File: config.mk
export PLATFORM = sky130hd
export DESIGN_NAME = sdspi_ram
export DESIGN_NICKNAME = d
export VERILOG_FILES = /design/src/sdspi_ram.sv
export SDC_FILE = /design/constraint.sdc
export NUM_CORES = 2
export LEC_CHECK = 0
export BUFFER_PORTS_ARGS = -buffer_cell sky130_fd_sc_hd__buf_2
export CAP_MARGIN = 40
export CELL_PAD_IN_SITES_DETAIL_PLACEMENT = 1
export CELL_PAD_IN_SITES_GLOBAL_PLACEMENT = 1
export CORE_MARGIN = 10
export CORE_UTILIZATION = 55
export CTS_BUF_LIST = sky130_fd_sc_hd__clkbuf_4
export DETAILED_ROUTE_END_ITERATION = 8
export PLACE_DENSITY_LB_ADDON = 0.08
export SYNTH_ARGS = -nofsm -noshare
export SYNTH_HDL_FRONTEND = slang
export SYNTH_SLANG_ARGS = --single-unit
File: constraint.sdc
create_clock -name clk -period 4.2 [get_ports clk]
set_input_delay 1.05 -clock clk [delete_from_list [all_inputs] [get_ports clk]]
set_output_delay 1.05 -clock clk [all_outputs]
set_load 0.02 [all_outputs]
File: src/sdspi_ram.sv
`default_nettype none
// ----------------------------------------------------------------------------
// SD SPI generic RAM
// Single write port, single registered read port.
// ----------------------------------------------------------------------------
module sdspi_ram #(
  parameter int WIDTH = 8,
  parameter int DEPTH = 512
) (
  input  wire logic                     clk,
  input  wire logic                     we,
  input  wire logic [$clog2(DEPTH)-1:0] waddr,
  input  wire logic [WIDTH-1:0]         wdata,
  input  wire logic [$clog2(DEPTH)-1:0] raddr,
  output logic      [WIDTH-1:0]         rdata
);

  logic [WIDTH-1:0] mem [DEPTH];

  // Write and registered read.
  always_ff @(posedge clk) begin
    if (we) begin
      mem[waddr] <= wdata;
    end
    rdata <= mem[raddr];
  end

endmodule : sdspi_ram
`default_nettype wire
; ---- Word level (Yosys, flattened, before mapping)
; Memories as Yosys holds them, arrays and structs flattened. A register that Yosys moved wholly into a read port is not among the register bits.
; Cells that the tools add are included.
[classes]
muxes = 2
[op_table]
columns = operator, n
row1 = $mux W1, 2
[word_totals]
regBits = 0
mem_bits_rw = 4096
inputBits = 28
n_memories = 1
[mem_list]
columns = name, words, width, rd, rd_clocked_by_memory_dff, wr, line_no
row1 = mem, 512, 8, 1, 1, 1, 18  ; logic [WIDTH-1:0] mem [DEPTH];

; ---- Depth between registers and ports, before layout
[logic_depth]
word_depth = 2
ltp_mapped = 12
ltp_nobuf = 7

; ---- Least setup slack after synthesis
; OpenSTA, ideal clock, no wires.
[synth_path]
kind = input to register
startpoint = input raddr[0]
endpoint = register rdata[0], read port of mem
setup_time_ns = 0.118
t_arrival_ns = 2.904
t_required_ns = 4.082
path_slack_ns = 1.178
path_stages = 10
path_buffers = 4
cell_sequence = buf_4 > buf_12 > buf_12 > buf_2 > mux4_2 > o21ai_0 > nand3_1 > nand4_1 > o21ai_0 > o2111a_1
[synth_lines]
columns = element, line_no
row1 = "start, declared", 14  ; input wire logic [$clog2(DEPTH)-1:0] raddr,
row2 = "end, declared", 15  ; output logic [WIDTH-1:0] rdata

; ---- Worst setup path after layout
[layout_path]
startpoint = register rdata[5], read port of mem
endpoint = output rdata[5]
; No word-level cell between the ends.

==> impl_metrics.env <==
export IMPL_fin_tns_setup_ps=0
export IMPL_maxSlewViolCount=0
export IMPL_status="completed"
export IMPL_seqCellArea_um2=123000
export IMPL_power_leakage_nw=60.8
export IMPL_crit_family="flip-flops"
export IMPL_antenna_found_initial=20
export IMPL_routed_via_density=6.34
export IMPL_cts_htree_levels=7
export IMPL_finalCritPeriodShare_pct=86.0
export IMPL_clockRootBuffer="clkbuf_4"
export IMPL_required_ps=3150
export IMPL_synth_area_um2=160000
export IMPL_ys_async_sr_fraction_pct=0
export IMPL_coreArea_um2=289000
export IMPL_ctsResizeCount=0
export IMPL_std_cell_rows=197
export IMPL_grt_pass1_vias=94416
export IMPL_arrival_ps=2560
export IMPL_synth_ff_type="edfxtp_1"
export IMPL_worst_pin_slew_ps=1170
export IMPL_multi_input_area_um2=34000
export IMPL_cap_violations=0
export IMPL_cts_buffers=1128
export IMPL_final_cell_mix="edfxtp_1 (4,096), clkbuf_4 (1,617), mux2i_1 (797)"
export IMPL_ys_warnings_count=0
export IMPL_numPortBuffers=35
export IMPL_cts_hold_buf=8
export IMPL_clock_path_buffers=5
export IMPL_synth_cells=8030
export IMPL_crit_buf_inv=1
export IMPL_hold_path_class="in -> reg"
export IMPL_rsz0062_at_grt="no"
export IMPL_routedWlPerCell_um=32.8
export IMPL_crit_path_end_kind="output pin"
export IMPL_area_growth_pct=14.3
export IMPL_dp_hpwl_mm=289
export IMPL_ys_ff_latch=4104
export IMPL_clock_latency_ps=1670
export IMPL_grt_max_degree=142
export IMPL_pre_cts_ws_ps=-405
export IMPL_fp_dieW_um=559
export IMPL_pwr_density_cell_nw_per_um2=459
export IMPL_grt_ovfl_total=0
export IMPL_place_congestion=0.886
export IMPL_slowest_stage="dfxtp_1"
export IMPL_post_cts_buffers=0
export IMPL_cts_sinks=4104
export IMPL_synth_distinct_cells=51
export IMPL_path_cells="buf_2"
export IMPL_synth_top_area_share_pct=76.9
export IMPL_timing_fmax_ghz=0.277
export IMPL_drive_gt1_share_pct=31.1
export IMPL_fin_crit_ps=3610
export IMPL_synth_area_leaders="edfxtp_1 (77%), mux4_2 (9.2%), mux2i_1 (5.0%), o221ai_1 (2.0%), nor2_1 (1.4%)"
export IMPL_ios=36
export IMPL_path_class="reg -> out"
export IMPL_skew_ps=132
export IMPL_firstDrtPassIters=8
export IMPL_fillers=24633
export IMPL_clk_pin_slew_ps=60
export IMPL_finalHoldViolCount=0
export IMPL_track_usage_pct=29.1
export IMPL_die_h_um=559
export IMPL_nets=9471
export IMPL_setup_violations=0
export IMPL_layout_setup_ws_ps=588
export IMPL_start_kind="flip-flop"
export IMPL_slowest_delay_ps=640
export IMPL_avgSynthCellArea_um2=19.9
export IMPL_maxSlewHeadroom_pct=21.8
export IMPL_yosysSeqAreaShare_pct=77.0
export IMPL_layout_commonest_cell="edfxtp_1"
export IMPL_drc=0
export IMPL_cp_max_fo=1
export IMPL_totalWireLength_mm=460
export IMPL_grt_pass1_wl_mm=665
export IMPL_cts_tree="built"
export IMPL_initial_core_util_pct=55.4
export IMPL_synth_edf_count=4096
export IMPL_ant_nets=0
export IMPL_vdd_drop_max_uv=408
export IMPL_yosysTopAreaCell="edfxtp_1"
export IMPL_drt_iter0_drc=10148
export IMPL_syn_nets=8058
export IMPL_die_area_um2=313000
export IMPL_fin_util_pct=63.3
export IMPL_vias=88998
[flip-flops by register name, indices dropped and copies added (netlist names)]
| register | flops |
|---|---|
| mem | 4096 |
| rdata | 8 |
[power breakdown]
group | internal [W] | leakage, nW | switching, W
Clock | 0.0181 | 8.01 | 0.0162
Sequential | 0.0451 | 36.9 | 0.0000632
Combinational | 0.00150 | 16.0 | 0.00297
[logic make-up (layout without fill, tap and decap cells)]
| logic type | count (synthesis) | in the layout | share of synthesized area, % |
|---|---|---|---|
| simple gates | 980 | 980 | 2.63 |
| mux | 1451 | 1451 | 14.2 |
| other cells | 0 | 20 | 0 |
| flops | 4104 | 4104 | 77.0 |
| buf+inv | 516 | 2618 | 1.85 |
| compound gates | 979 | 979 | 4.31 |
[synthesized netlist by cell type, types with 57 or more instances]
| cell | count |
|---|---|
| a22oi_1 | 61 |
| o21ai_0 | 118 |
| nor2_1 | 597 |
| mux2i_1 | 797 |
| mux4_2 | 654 |
| buf_6 | 64 |
| o221ai_1 | 371 |
| a21oi_1 | 194 |
| nor3_1 | 109 |
| nand2_1 | 111 |
| buf_4 | 70 |
| clkbuf_1 | 265 |
| edfxtp_1 | 4096 |
| buf_2 | 57 |
| o22ai_1 | 163 |
[final timing paths]
kind	cells after the start	startpoint	slack (ps)	endpoint
worst min register to register	4	mem[316][0]$_DFFE_PP_	1050	rdata[0]$_DFF_P_
worst max-delay path	1	rdata[5]$_DFF_P_	590	rdata[5]
worst min-delay path	6	raddr[2]	190	rdata[6]$_DFF_P_
worst max register to register	9	mem[289][5]$_DFFE_PP_	1370	rdata[5]$_DFF_P_
[layer usage]
layer | track usage (%) | part of all wire [%] | vias up
met5 | 0 | 0.0022 | -
met4 | 11.2 | 3.4 | 2
met3 | 6.72 | 8.0 | 849
met2 | 46.7 | 49 | 4415
met1 | 39.2 | 39 | 46893
li1 | - | - | 36839
[layout make-up]
cell class,count,area share [%]
multi-input cells,3410,18.6
diodes,20,0.0274
inverters,3,0.0103
clock buffers,1617,6.64
well taps,3880,2.66
repair buffers,796,4.14
flip-flops and latches,4104,67.4
clock inverters,202,0.579
[through the flow]
stage	total power [W]	hold slack (ps)	std cells	cell area, um^2
global placement	0.0503	1160	12173	169000
detailed placement	0.0505	1120	12182	169000
CTS	0.0846	15.2	14009	183000
global route	0.0871	41.3	14024	183000
finish	0.0839	185	14032	183000
floorplan	0.0482	938	8030	160000
No activity file was read; power rests on OpenSTA's default activity.
